[src/hdl/rtf_pkg.sv]
// ----------------------------------------------------------------------------
// rtf_pkg
// Types and constants shared by the route table forwarder and its cells.
// ----------------------------------------------------------------------------
`timescale 1ns / 1ps

package rtf_pkg;

  localparam logic [1:0] CMD_ADVERTISE = 2'd0;
  localparam logic [1:0] CMD_FRAME     = 2'd1;
  localparam logic [1:0] CMD_QUERY     = 2'd2;

  localparam logic [3:0] ST_STORED     = 4'd0;
  localparam logic [3:0] ST_NOT_BETTER = 4'd1;
  localparam logic [3:0] ST_SELF       = 4'd2;
  localparam logic [3:0] ST_FULL       = 4'd3;
  localparam logic [3:0] ST_DELIVERED  = 4'd4;
  localparam logic [3:0] ST_FORWARDED  = 4'd5;
  localparam logic [3:0] ST_EXPIRED    = 4'd6;
  localparam logic [3:0] ST_NOT_DATA   = 4'd7;
  localparam logic [3:0] ST_NO_ROUTE   = 4'd8;
  localparam logic [3:0] ST_REACH      = 4'd9;

  localparam logic [7:0]  OP_DATA         = 8'd1;
  localparam logic [19:0] NO_ROUTE_WEIGHT = 20'd999999;
  localparam logic [15:0] WEIGHT_MAX      = 16'hFFFF;

  typedef struct packed {
    logic [1:0]  command;
    logic [31:0] target_address;
    logic [47:0] via_mac;
    logic [15:0] via_weight;
    logic [15:0] advertised_weight;
    logic [9:0]  ttl;
    logic [7:0]  frame_operation;
  } in_item_t;

  typedef struct packed {
    logic [3:0]  status;
    logic [47:0] next_hop_mac;
    logic [9:0]  out_ttl;
    logic [19:0] route_weight;
  } out_item_t;

  // one table entry, shifted cell to cell on insert
  typedef struct packed {
    logic        valid;
    logic [31:0] target;
    logic [47:0] mac;
    logic [15:0] weight;
  } rtf_entry_t;

  // lookup probe, passed one cell per cycle
  typedef struct packed {
    logic        active;
    logic        upd;
    logic [31:0] target;
    logic [15:0] sum;
    logic        hit;
    logic [47:0] mac;
    logic [15:0] weight;
  } rtf_probe_t;

  typedef enum logic [1:0] {
    FSM_IDLE,
    FSM_LAUNCH,
    FSM_WAIT,
    FSM_DONE
  } rtf_state_t;

endpackage

[src/hdl/rtf_cell.sv]
// ----------------------------------------------------------------------------
// rtf_cell
// One routing table entry. Matches the passing probe against its target,
// improves its weight on a better advertisement, and shifts on insert.
// ----------------------------------------------------------------------------
`timescale 1ns / 1ps

module rtf_cell (
  input  logic                clk,
  input  logic                rst,
  input  logic                shift,
  input  rtf_pkg::rtf_entry_t entry_in,
  output rtf_pkg::rtf_entry_t entry_out,
  input  rtf_pkg::rtf_probe_t probe_in,
  output rtf_pkg::rtf_probe_t probe_out
);

  logic        valid;
  logic [31:0] target;
  logic [47:0] mac;
  logic [15:0] weight;
  logic        match;
  logic        improve;

  assign match   = probe_in.active && valid && (target == probe_in.target);
  assign improve = match && probe_in.upd && (probe_in.sum < weight);

  assign entry_out.valid  = valid;
  assign entry_out.target = target;
  assign entry_out.mac    = mac;
  assign entry_out.weight = weight;

  always_ff @(posedge clk) begin
    if (rst) begin
      valid <= 1'b0;
    end else if (shift) begin
      valid <= entry_in.valid;
    end
  end

  always_ff @(posedge clk) begin
    if (shift) begin
      target <= entry_in.target;
      mac    <= entry_in.mac;
      weight <= entry_in.weight;
    end else if (improve) begin
      weight <= probe_in.sum;
    end
  end

  // weight passed on is the value before any update
  always_ff @(posedge clk) begin
    if (rst) begin
      probe_out.active <= 1'b0;
    end else begin
      probe_out.active <= probe_in.active;
    end
    probe_out.upd    <= probe_in.upd;
    probe_out.target <= probe_in.target;
    probe_out.sum    <= probe_in.sum;
    if (match) begin
      probe_out.hit    <= 1'b1;
      probe_out.mac    <= mac;
      probe_out.weight <= weight;
    end else begin
      probe_out.hit    <= probe_in.hit;
      probe_out.mac    <= probe_in.mac;
      probe_out.weight <= probe_in.weight;
    end
  end

endmodule

[config.mk]
export PLATFORM = sky130hd
export DESIGN_NAME = rtf_cell
export DESIGN_NICKNAME = d
export VERILOG_FILES = /design/src/hdl/rtf_pkg.sv /design/src/hdl/rtf_cell.sv
export SDC_FILE = /design/constraint.sdc
export NUM_CORES = 1
export LEC_CHECK = 0
export BUFFER_PORTS_ARGS = -buffer_cell sky130_fd_sc_hd__buf_4
export CAP_MARGIN = 20
export CELL_PAD_IN_SITES_DETAIL_PLACEMENT = 0
export CELL_PAD_IN_SITES_GLOBAL_PLACEMENT = 1
export CORE_AREA = 2 2 167 169
export CTS_CLUSTER_SIZE = 24
export DETAILED_ROUTE_END_ITERATION = 10
export DIE_AREA = 0 0 169 171
export GPL_TIMING_DRIVEN = 0
export PLACE_DENSITY = 0.62
export REMOVE_ABC_BUFFERS = 1
export SYNTH_ARGS = -nofsm -noshare
export SYNTH_HDL_FRONTEND = slang
export SYNTH_SLANG_ARGS = --single-unit
[constraint.sdc]
create_clock -name clk -period 4.26 [get_ports clk]
set_clock_uncertainty 0.15 [all_clocks]
set_input_delay 0.213 -clock clk [delete_from_list [all_inputs] [get_ports clk]]
set_output_delay 0.213 -clock clk [all_outputs]
set_load 0.05 [all_outputs]
# Word-level counts from Yosys, hierarchy flattened
# Cells that the tools add are included.
# classes
n_reduce_logical	5
mux	3
order_cmp	1
eq_ne	1
# op_table
op	count
$mux 64	1
$eq 32x32->1	1
$mux 16	2
$lt 16x16->1	1
$logic_and 1x1->1	4
$reduce_bool 2->1	1
# totals
output_inout_bits	212
ff_bits	212

# Logic depth before layout (Yosys ltp)
# Gate-level depths: netlist (run 1).
# logic_depth
ltp_word	6
mapped_depth	7
ltp_nobuf	7

# Least setup slack after synthesis (run 1)
# Ideal clock, no wire load.
# synth_timing
kind	flip-flop to flip-flop
from	register target[31]
to	register weight[0] (enable)
path_buffers	2
required_time_ps	3771
setup_slack_ps	1611
setup_ps	339
period_less_slack_ps	2649
arrival_time_ps	2160
stages_incl_launch_ff	8
path_cell_list	edfxtp_1 xor2_1 nor4_1 nand4_1 nor3_2 buf_4 buf_4 a31o_2
# synth_via
elab_chain_cells	5
# synth_lines
element	line_no	source
from (decl)	rtf_cell.sv:19	logic [31:0] target;
from (signal assigned)	rtf_cell.sv:43	target <= entry_in.target;
$eq 32x32->1	rtf_cell.sv:25	assign match = probe_in.active && valid && (target == probe_in.target);
$logic_and 1x1->1	rtf_cell.sv:25	
$logic_and 1x1->1 (2 in series)	rtf_cell.sv:26	assign improve = match && probe_in.upd && (probe_in.sum < weight);
$reduce_bool 2->1 (no source line)	--	
to (signal assigned)	rtf_cell.sv:45	weight <= entry_in.weight;
to (signal assigned)	rtf_cell.sv:47	weight <= probe_in.sum;
to (decl)	rtf_cell.sv:21	logic [15:0] weight;
# Every way passes these cells.
# A chain may end at the register's enable or synchronous reset.

# Final worst setup path (run 1)
# layout_timing
from	register target[31]
to	register weight[6] (enable)
# Same word-level chain as after synthesis.

==> flow_summary.json, run 1 <==
{
  "status": "finished clean",
  "avgRoutedWirePerCell_um": 16.7,
  "total_power_uw": 5550,
  "wl_met3_mm": 2.31,
  "holdWs_ps": 112,
  "finalCritPeriodShare_pct": 77.2,
  "std_cell_rows": 61,
  "max_clock_freq_mhz": 304,
  "seq_area_frac_synth_pct": 74.9,
  "r2r_start": "target[31]",
  "path_cells": "xor2_1 > nor4_1 > nand4_1 > nor3_4 > buf_8 > a31o_2",
  "drt_pass1_iterations": 4,
  "maxSlewViolCount": 0,
  "drt-initial-drc-count": 159,
  "grt_pass1_vias": 6176,
  "reg2reg_depth": 6,
  "ir_drop_uv": 268,
  "syn_to_final_growth_pct": 95.1,
  "timing.max_slew.rel_slack_pct": 44.8,
  "max_cap_viol_count": 0,
  "cp_num_buf_inv": 1,
  "cts_buffers": 25,
  "clkLatencyLatePin_ps": 520,
  "fin_crit_ps": 3290,
  "worst_pin_slew_ps": 825,
  "cts_tree": "yes",
  "min_path_cells": 1,
  "cts_root_buffer": "clkbuf_16",
  "cp-startpoint": "target[31]",
  "final_cells": 1429,
  "r2r_slack_ps": 970,
  "die_x_um": 169,
  "p_leak_uw": 0.00601,
  "die_area_mm2": 0.0289,
  "grt_max_degree": 53,
  "path_class": "reg -> reg",
  "io_pins": 427,
  "critPathSlowestCell": "nor3_4",
  "grt_usage_pct": 15.3,
  "power_density_mw_per_mm2": 410,
  "min-delay-path-class": "in -> reg",
  "crit_family": "simple AND/OR/NAND/NOR gates",
  "ant_nets": 0,
  "dp_hpwl_mm": 16.9,
  "grt_pass1_wl_mm": 34.5,
  "start_util_pct": 25.4,
  "end_kind": "flop",
  "r2r-end": "weight[6]",
  "syn_area_per_cell_um2": 17.2,
  "core-area_mm2": 0.0273,
  "ys_ff_latch": 212,
  "worst_ep_arrival_time_ps": 3290,
  "io_buffers": 426,
  "path_max_fanout": 16,
  "route.detailed.drc": 0,
  "clkSinkCount": 212,
  "route.layer.met1.wl_mm": 8.83,
  "final-setup-viol-count": 0,
  "grt_overflow": 0,
  "slowest_delay_ps": 740,
  "holdPathEnd": "mac[24]",
  "path_clk_slew_ps": 60,
  "yosysUniqueCellTypes": 31,
  "final_nets": 1294,
  "place_congestion": 0.745,
  "vias": 5796,
  "antenna_found_initial": 1,
  "route.met2.wl_mm": 12.3,
  "finalHoldViolations": 0,
  "cts_max_level": 1,
  "drive_gt1_share_pct": 47.4,
  "cts-resized-gates": 0,
  "crit_required_ps": 4260,
  "dieHeight_um": 171,
  "synth_cells": 403,
  "rsz0062_at_grt": "false",
  "cp-start-kind": "flop",
  "dp_cells": 1170,
  "ys_warn_count": 0,
  "vias_per_cell": 4.06,
  "routed.top_layer": "met4",
  "min-delay-start": "shift",
  "cts_max_path_buffers": 3,
  "netlist_area_mm2": 0.00695,
  "wirelength_mm": 23.9
}
[report_power, final]
part	internal (uW)	total (uW)	switching, uW
clock	1200	2050	844
sequential	2270	2340	68.8
combinational	482	1160	681
total	3960	5550	1590
[per-stage QoR]
| stage | worst slack, ps | TNS, ps | util [%] | cell area, um2 |
|---|---|---|---|---|
| floorplan | -726 | -31520 | - | 6870 |
| global placement | -3020 | -202580 | 38.4 | 10500 |
| detailed placement | 950 | 0 | 38.9 | 10600 |
| CTS | 888 | 0 | 49.6 | 13500 |
| global route | 748 | 0 | 49.6 | 13600 |
| finish | 970 | 0 | 49.6 | 13600 |
[layout by cell type (no fill, tap or decap), types with 5 or more instances in the layout]
cell and instances:
a21oi_1 5, buf_4 426, clkbuf_16 25, clkinv_2 5
dfxtp_1 116, dlygate4sd3_1 213, edfxtp_1 96, ha_1 15
inv_1 15, mux2_1 38, mux2_2 42, nor4_1 7
xor2_1 31
[metal layers]
metal	vias up	track usage (%)
met4	0	3.90
met1	2702	17.0
met2	277	28.0
met3	36	5.39
met5	-	0
li1	2781	-
[worst register-to-register path, stage by stage (launching register included)]
cell and delay [ps]:
edfxtp_1 430, xor2_1 160, nor4_1 420, nand4_1 220, nor3_4 740, buf_8 280
a31o_2 510
[cells by family (layout without fill, tap and decap cells)]
logic type	count (synthesis)	in the layout	synth area share [%]
multiplexers	81	81	13.1
AO/OA/AOI/OAI	12	12	1.04
AND/OR/NAND/NOR	26	26	2.29
adder cells (fa/ha/maj)	15	15	2.70
flip-flops	212	212	74.9
buffers and inverters	25	704	1.87
XOR/XNOR	32	32	4.04
other	0	1	0
[final cells by class]
class | count | area [um2]
flip-flops and latches | 212 | 5200
well taps | 346 | 433
multi-input cells | 166 | 1620
repair buffers | 644 | 5460
fillers | 2416 | 13800
diodes | 1 | 2.50
clock inverters | 12 | 86.3
inverters | 15 | 56.3
clock buffers | 33 | 696
[cells in the mapped netlist]
cell | number | share of area [%]
dfxtp_1 | 116 | 33
edfxtp_1 | 96 | 42
mux2_2 | 42 | 6.8
mux2_1 | 38 | 6.2
xor2_1 | 31 | 3.9
ha_1 | 15 | 2.7
inv_1 | 15 | 0.81
nor4_1 | 7 | 0.63
a21oi_1 | 5 | 0.36
buf_4 | 3 | 0.32
buf_6 | 3 | 0.49
nand2_1 | 3 | 0.16
nand4_1 | 3 | 0.27
o21ai_0 | 3 | 0.22
and4_1 | 2 | 0.25
buf_2 | 2 | 0.14
clkbuf_1 | 2 | 0.11
nor2_1 | 2 | 0.11
nor2b_1 | 2 | 0.18
nor3_1 | 2 | 0.14
a2111oi_0 | 1 | 0.13
a31o_2 | 1 | 0.13
and4b_1 | 1 | 0.14
mux2i_1 | 1 | 0.14
nand2b_1 | 1 | 0.090
nand3_1 | 1 | 0.072
nor3_2 | 1 | 0.14
o211ai_1 | 1 | 0.11
o21a_1 | 1 | 0.11
or2_2 | 1 | 0.090
xnor2_1 | 1 | 0.13
[what timing repair did]
action | CTS | global route
endpoints found under the hold margin | 212 | 0
setup buffers | 0 | 0
hold buffers | 213 | 0
[state kept, by name, summed over array words and instances, names as in the netlist]
name and flops:
probe_out 115, weight 16, target 32, mac 48, valid 1
[worst max path at each step]
stage	to	slack, ps	cells after the start
after floorplan	weight[0]	-730	5
after global placement	weight[5]	-3020	5
after detailed placement	weight[5]	950	6
after CTS	weight[3]	890	6
after global routing	weight[3]	750	6
final	weight[6]	970	6
(Power assumes the default switching activity.)
==> run 2, diff against run 1 <==
Settings changed: ABC_AREA set to 1, CORE_AREA 2 2 167 169 to not set, CORE_MARGIN set to 2, CORE_UTILIZATION set to 29, DIE_AREA 0 0 169 171 to not set, PLACE_DENSITY 0.62 to 0.74.
Clock period 4.26 ns to 2.9 ns, I/O delays scaled along.
==> flow_summary.json, run 2 <==
{
  "core-area_mm2": 0.0261,
  "route.layer.met1.wl_mm": 11.9,
  "syn_to_final_growth_pct": 84.5,
  "yosysTopAreaCell": "edfxtp_1",
  "min-delay-path-class": "in -> reg",
  "maxSlewViolCount": 0,
  "grt_max_degree": 66,
  "cp_num_buf_inv": 1,
  "yosysUniqueCellTypes": 21,
  "clkLatencyLatePin_ps": 520,
  "max_clock_freq_mhz": 384,
  "layout_commonest_cell": "buf_4",
  "async_reset_ff_share_pct": 0,
  "dp_cells": 1521,
  "io_buffers": 426,
  "power_density_mw_per_mm2": 583,
  "place_congestion": 0.825,
  "drive_gt1_share_pct": 32.7,
  "critPathSlowestCell": "edfxtp_1",
  "grt_overflow": 0,
  "drt-initial-drc-count": 354,
  "cts_buffers": 25,
  "n_fill_cell": 2304,
  "path_class": "reg -> reg",
  "n_antenna_cell": 0,
  "syn_area_per_cell_um2": 9.87,
  "die_area_mm2": 0.0279,
  "final-setup-viol-count": 0,
  "reg_top3": "probe_out: 115 flops, mac: 48 flops, target: 32 flops",
  "path_max_fanout": 65,
  "timing.max_slew.rel_slack_pct": 45.8,
  "rsz0062_at_grt": "false",
  "finalCritPeriodShare_pct": 89.9,
  "start_util_pct": 29.5,
  "fin_crit_ps": 2610,
  "final_cells": 1780,
  "synth_cells": 780,
  "path_clk_slew_ps": 60,
  "finalHoldViolations": 0,
  "seq_area_frac_synth_pct": 67.6,
  "synthFlopType": "dfxtp_1",
  "ir_drop_uv": 443,
  "r2r_slack_ps": 290,
  "p_leak_uw": 0.00701,
  "dieHeight_um": 167,
  "grt_usage_pct": 20.4,
  "crit_required_ps": 3140,
  "routed.top_layer": "met4",
  "status": "finished clean",
  "io_pins": 427,
  "netlist_area_mm2": 0.00770,
  "route.detailed.drc": 0,
  "cts_root_buffer": "clkbuf_16",
  "ys_ff_latch": 212,
  "largest_reg_flops": 115,
  "std_cell_rows": 59,
  "max_cap_viol_count": 0,
  "cp-start-kind": "flop",
  "fin_util_pct": 54.5,
  "crit_family": "simple AND/OR/NAND/NOR gates",
  "die_x_um": 167,
  "vias_per_cell": 4.28,
  "synthTopCellsByCount": "nand2_1 (309), dfxtp_1 (116), edfxtp_1 (96), inv_1 (83), nand3_1 (70)",
  "cts_max_level": 1,
  "top_register": "probe_out",
  "synth_edf_count": 96,
  "cts_max_path_buffers": 3,
  "worst_pin_slew_ps": 811,
  "path_cells": "nand2_1 > nand2_1 > nor2_1 > nand2_1 > nor2_1 > nand2_1 > nor2_4 > buf_12 > nand2_8 > nand2_1 > nand2_1",
  "yosysMostFrequentCell": "nand2_1",
  "wl_met3_mm": 1.80,
  "antenna_found_initial": 0,
  "route.met2.wl_mm": 15.2,
  "end_kind": "flop",
  "final_nets": 1656,
  "ant_nets": 0,
  "grt_pass1_wl_mm": 44.4,
  "slowest_delay_ps": 430,
  "wirelength_mm": 29.6,
  "avgRoutedWirePerCell_um": 16.6,
  "ys_warn_count": 0,
  "final_cell_mix": "buf_4 (426), nand2_1 (308), dlygate4sd3_1 (213), dfxtp_1 (116), edfxtp_1 (96)",
  "drt_pass1_iterations": 7,
  "clkSinkCount": 212,
  "worst_ep_arrival_time_ps": 2850,
  "grt_pass1_vias": 7880,
  "cts_tree": "yes",
  "dp_hpwl_mm": 20.9,
  "cts_setup_buffers": 0,
  "synthTopCellsByArea": "edfxtp_1 (37%), dfxtp_1 (30%), nand2_1 (15%)",
  "synth_top_area_share_pct": 37.4,
  "vias": 7620,
  "cp_common_cell": "nand2_1"
}
==> run 2: path summary, 6_finish.rpt <==
path / cells after the start / to / from
worst min register to register: 2 / probe_out[27] / mac[11]
worst min-delay path: 1 / target[0] / shift
worst max-delay path: 11 / probe_out[57] / target[29]
worst max register to register: 11 / probe_out[57] / target[29]
==> run 2: logic make-up after synthesis <==
group	count (synthesis)	synth area share (%)
DFF	212	67.6
adders and majority gates	15	2.44
xor gates and xnor gates	3	0.341
and+or+nand+nor	426	22.2
AOI/OAI and AO/OA	14	0.959
buffers and inverters	110	6.45
==> run 2: routing by layer <==
metal,GRT usage [%],up-vias
met4,6.67,0
met3,3.78,56
met1,24.4,3506
met2,36.6,284
li1,-,3774
met5,0,-
==> run 2: layout make-up <==
type | count | area (um2) | share of cell area (%)
repair buffers | 644 | 5450 | 38.3
flip-flops and latches | 212 | 5200 | 36.6
multi-input cells | 458 | 2030 | 14.3
clock buffers | 39 | 749 | 5.28
well taps | 335 | 419 | 2.95
inverters | 85 | 319 | 2.25
clock inverters | 7 | 41.3 | 0.291
==> run 2: report_power, final <==
group          switching, uW  leakage [uW]  internal [uW]
Sequential               113       0.00192           3340
Combinational           1110       0.00470            711
Clock                   1230      0.000392           1780
Total                   2450       0.00701           5830
==> run 2: stage by stage <==
stage	cell area (um2)	TNS [ps]	setup slack [ps]	total power, uW	hold WS, ps
2_1_floorplan	7520	-154730	-2380	4390	22.7
3_3_place_gp	11100	-437820	-6750	5070	113
3_5_place_dp	11300	0	22.6	5090	117
4_1_cts	14200	0	73.9	8360	18.4
5_1_grt	14200	0	38.8	8600	41.3
6_report	14200	0	293	8280	41.0
==> run 2: repair_timing <==
| action | 4_1_cts | 5_1_grt |
|---|---|---|
| hold buffers | 213 | 0 |
| setup endpoints to repair | 0 | 65 |
| gates resized for setup | 0 | 1 |
| endpoints found under the hold margin | 212 | 0 |
==> run 2: worst reg2reg max path, cell delays in order (launching register included) <==
cell and delay [ps]:
edfxtp_1 430, nand2_1 170, nand2_1 80, nor2_1 80
nand2_1 70, nor2_1 120, nand2_1 100, nor2_4 380
buf_12 250, nand2_8 280, nand2_1 290, nand2_1 90
==> run 3, diff against run 2 <==
Settings changed: ABC_AREA 1 to not set, CORE_AREA set to 2 2 165 167, CORE_MARGIN 2 to not set, CORE_UTILIZATION 29 to not set, DIE_AREA set to 0 0 167 169, PLACE_DENSITY 0.74 to not set, PLACE_DENSITY_LB_ADDON set to 0.1.
==> flow_summary.json, run 3 (synthesized netlist as in run 1, its figures left out) <==
{
  "start_util_pct": 26.2,
  "std_cell_rows": 60,
  "power_density_mw_per_mm2": 598,
  "setup_ws_ps": 208,
  "r2r-end": "weight[0]",
  "grt_pass1_vias": 6320,
  "design_area_mm2": 0.0136,
  "avgRoutedWirePerCell_um": 16.8,
  "cts-resized-gates": 0,
  "final_cell_mix": "buf_4 (427), dlygate4sd3_1 (213), dfxtp_1 (116), edfxtp_1 (96), mux2_2 (42)",
  "reg2reg_depth": 6,
  "rsz0062_at_grt": "false",
  "r2r_slack_ps": 210,
  "placed_cell_area_mm2": 0.0106,
  "final_nets": 1295,
  "reg_top3": "probe_out: 115 flops, mac: 48 flops, target: 32 flops",
  "cts_max_path_buffers": 3,
  "route.detailed.drc": 0,
  "end_kind": "flop",
  "final-setup-viol-count": 0,
  "largest_reg_flops": 115,
  "worst_pin_slew_ps": 616,
  "path_max_fanout": 16,
  "dp_hpwl_mm": 17.1,
  "max_clock_freq_mhz": 371,
  "holdPathEnd": "mac[6]",
  "cts_root_buffer": "clkbuf_16",
  "layout_commonest_cell": "buf_4",
  "io_pins": 427,
  "core-area_mm2": 0.0265,
  "place_congestion": 0.802,
  "worst_ep_arrival_time_ps": 2690,
  "min-delay-start": "shift",
  "io_buffers": 426,
  "ant_nets": 0,
  "clkSinkCount": 212,
  "grt_max_degree": 61,
  "r2r_start": "target[4]",
  "max_cap_viol_count": 0,
  "n_fill_cell": 2303,
  "die_area_mm2": 0.0282,
  "cts_max_level": 1,
  "final_cells": 1425,
  "dp_cells": 1165,
  "die_x_um": 167,
  "syn_to_final_growth_pct": 95.3,
  "finalHoldViolations": 0,
  "dieHeight_um": 169,
  "fin_crit_ps": 2690,
  "min-delay-path-class": "in -> reg",
  "grt_overflow": 0,
  "antenna_found_initial": 1,
  "place_ws_ps": -375,
  "finalCritPeriodShare_pct": 92.8,
  "min_path_cells": 1,
  "maxSlewViolCount": 0,
  "p_leak_uw": 0.00601,
  "top_register": "probe_out",
  "clkLatencyLatePin_ps": 510,
  "seq_area_mm2": 0.00520,
  "path_class": "reg -> reg",
  "grt_pass1_wl_mm": 35.5,
  "status": "finished clean",
  "grt_usage_pct": 16.1,
  "drive_gt1_share_pct": 47.4,
  "timing.max_slew.rel_slack_pct": 59.0,
  "ir_drop_uv": 474,
  "cp-start-kind": "flop",
  "path_clk_slew_ps": 50,
  "crit_required_ps": 2900,
  "drt-initial-drc-count": 165,
  "cts_tree": "yes",
  "vias": 5782,
  "multi_input_area_mm2": 0.00162,
  "cts_buffers": 25,
  "drt_pass1_iterations": 4,
  "wirelength_mm": 24.0,
  "vias_per_cell": 4.06
}
[run 3: how the worst max path moves through the flow]
stage / slack, ps / startpoint / to
2_1_floorplan: -2090 / target[31] / weight[0]
3_5_place_dp: -370 / target[10] / weight[4]
6_report: 210 / target[4] / weight[0]
3_3_place_gp: -4290 / target[4] / weight[0]
4_1_cts: 100 / target[10] / weight[13]
5_1_grt: 20 / target[4] / weight[0]
[run 3: timing repair]
item                                    4_1_cts  5_1_grt
setup buffers                                 1        0
endpoints found under the hold margin       212        0
endpoints found under the setup margin       43        0
hold buffers                                213        0
[run 3: routing by layer]
| metal | up-vias | GRT usage (%) | routed length (um) |
|---|---|---|---|
| met4 | 0 | 4.69 | 526 |
| met2 | 275 | 29.5 | 12300 |
| met1 | 2690 | 18.4 | 9240 |
| met3 | 37 | 4.19 | 1910 |
| li1 | 2780 | - | - |
| met5 | - | 0 | 0 |
[run 3: area by class of cell]
type | count | area share (%)
multi-input cells | 166 | 11.9
flip-flops and latches | 212 | 38.4
inverters | 15 | 0.415
clock inverters | 4 | 0.194
clock buffers | 41 | 5.57
well taps | 341 | 3.15
diodes | 1 | 0.0184
repair buffers | 645 | 40.4
[run 3: report_power, final]
part	switching (uW)	internal (uW)	total, uW
Sequential	96.6	3340	3440
Clock	1200	1770	2970
Combinational	1000	708	1710
[run 3: through the flow]
stage | hold WS [ps] | utilization [%] | power, uW | setup TNS, ps
after floorplan | 22.7 | - | 4320 | -141680
after global placement | 116 | 39.6 | 4960 | -304990
after detailed placement | 116 | 40.2 | 4980 | -11290
after CTS | 4.04 | 51.2 | 8250 | 0
after global routing | 26.9 | 51.2 | 8450 | 0
final | 8.58 | 51.2 | 8120 | 0
[run 3: critical path, cell delays in order (launching register included)]
cell      delay (ps)
edfxtp_1         400
xor2_1           170
nor4_1           380
nand4_1          250
nor3_4           280
buf_16           200
a31o_2           480
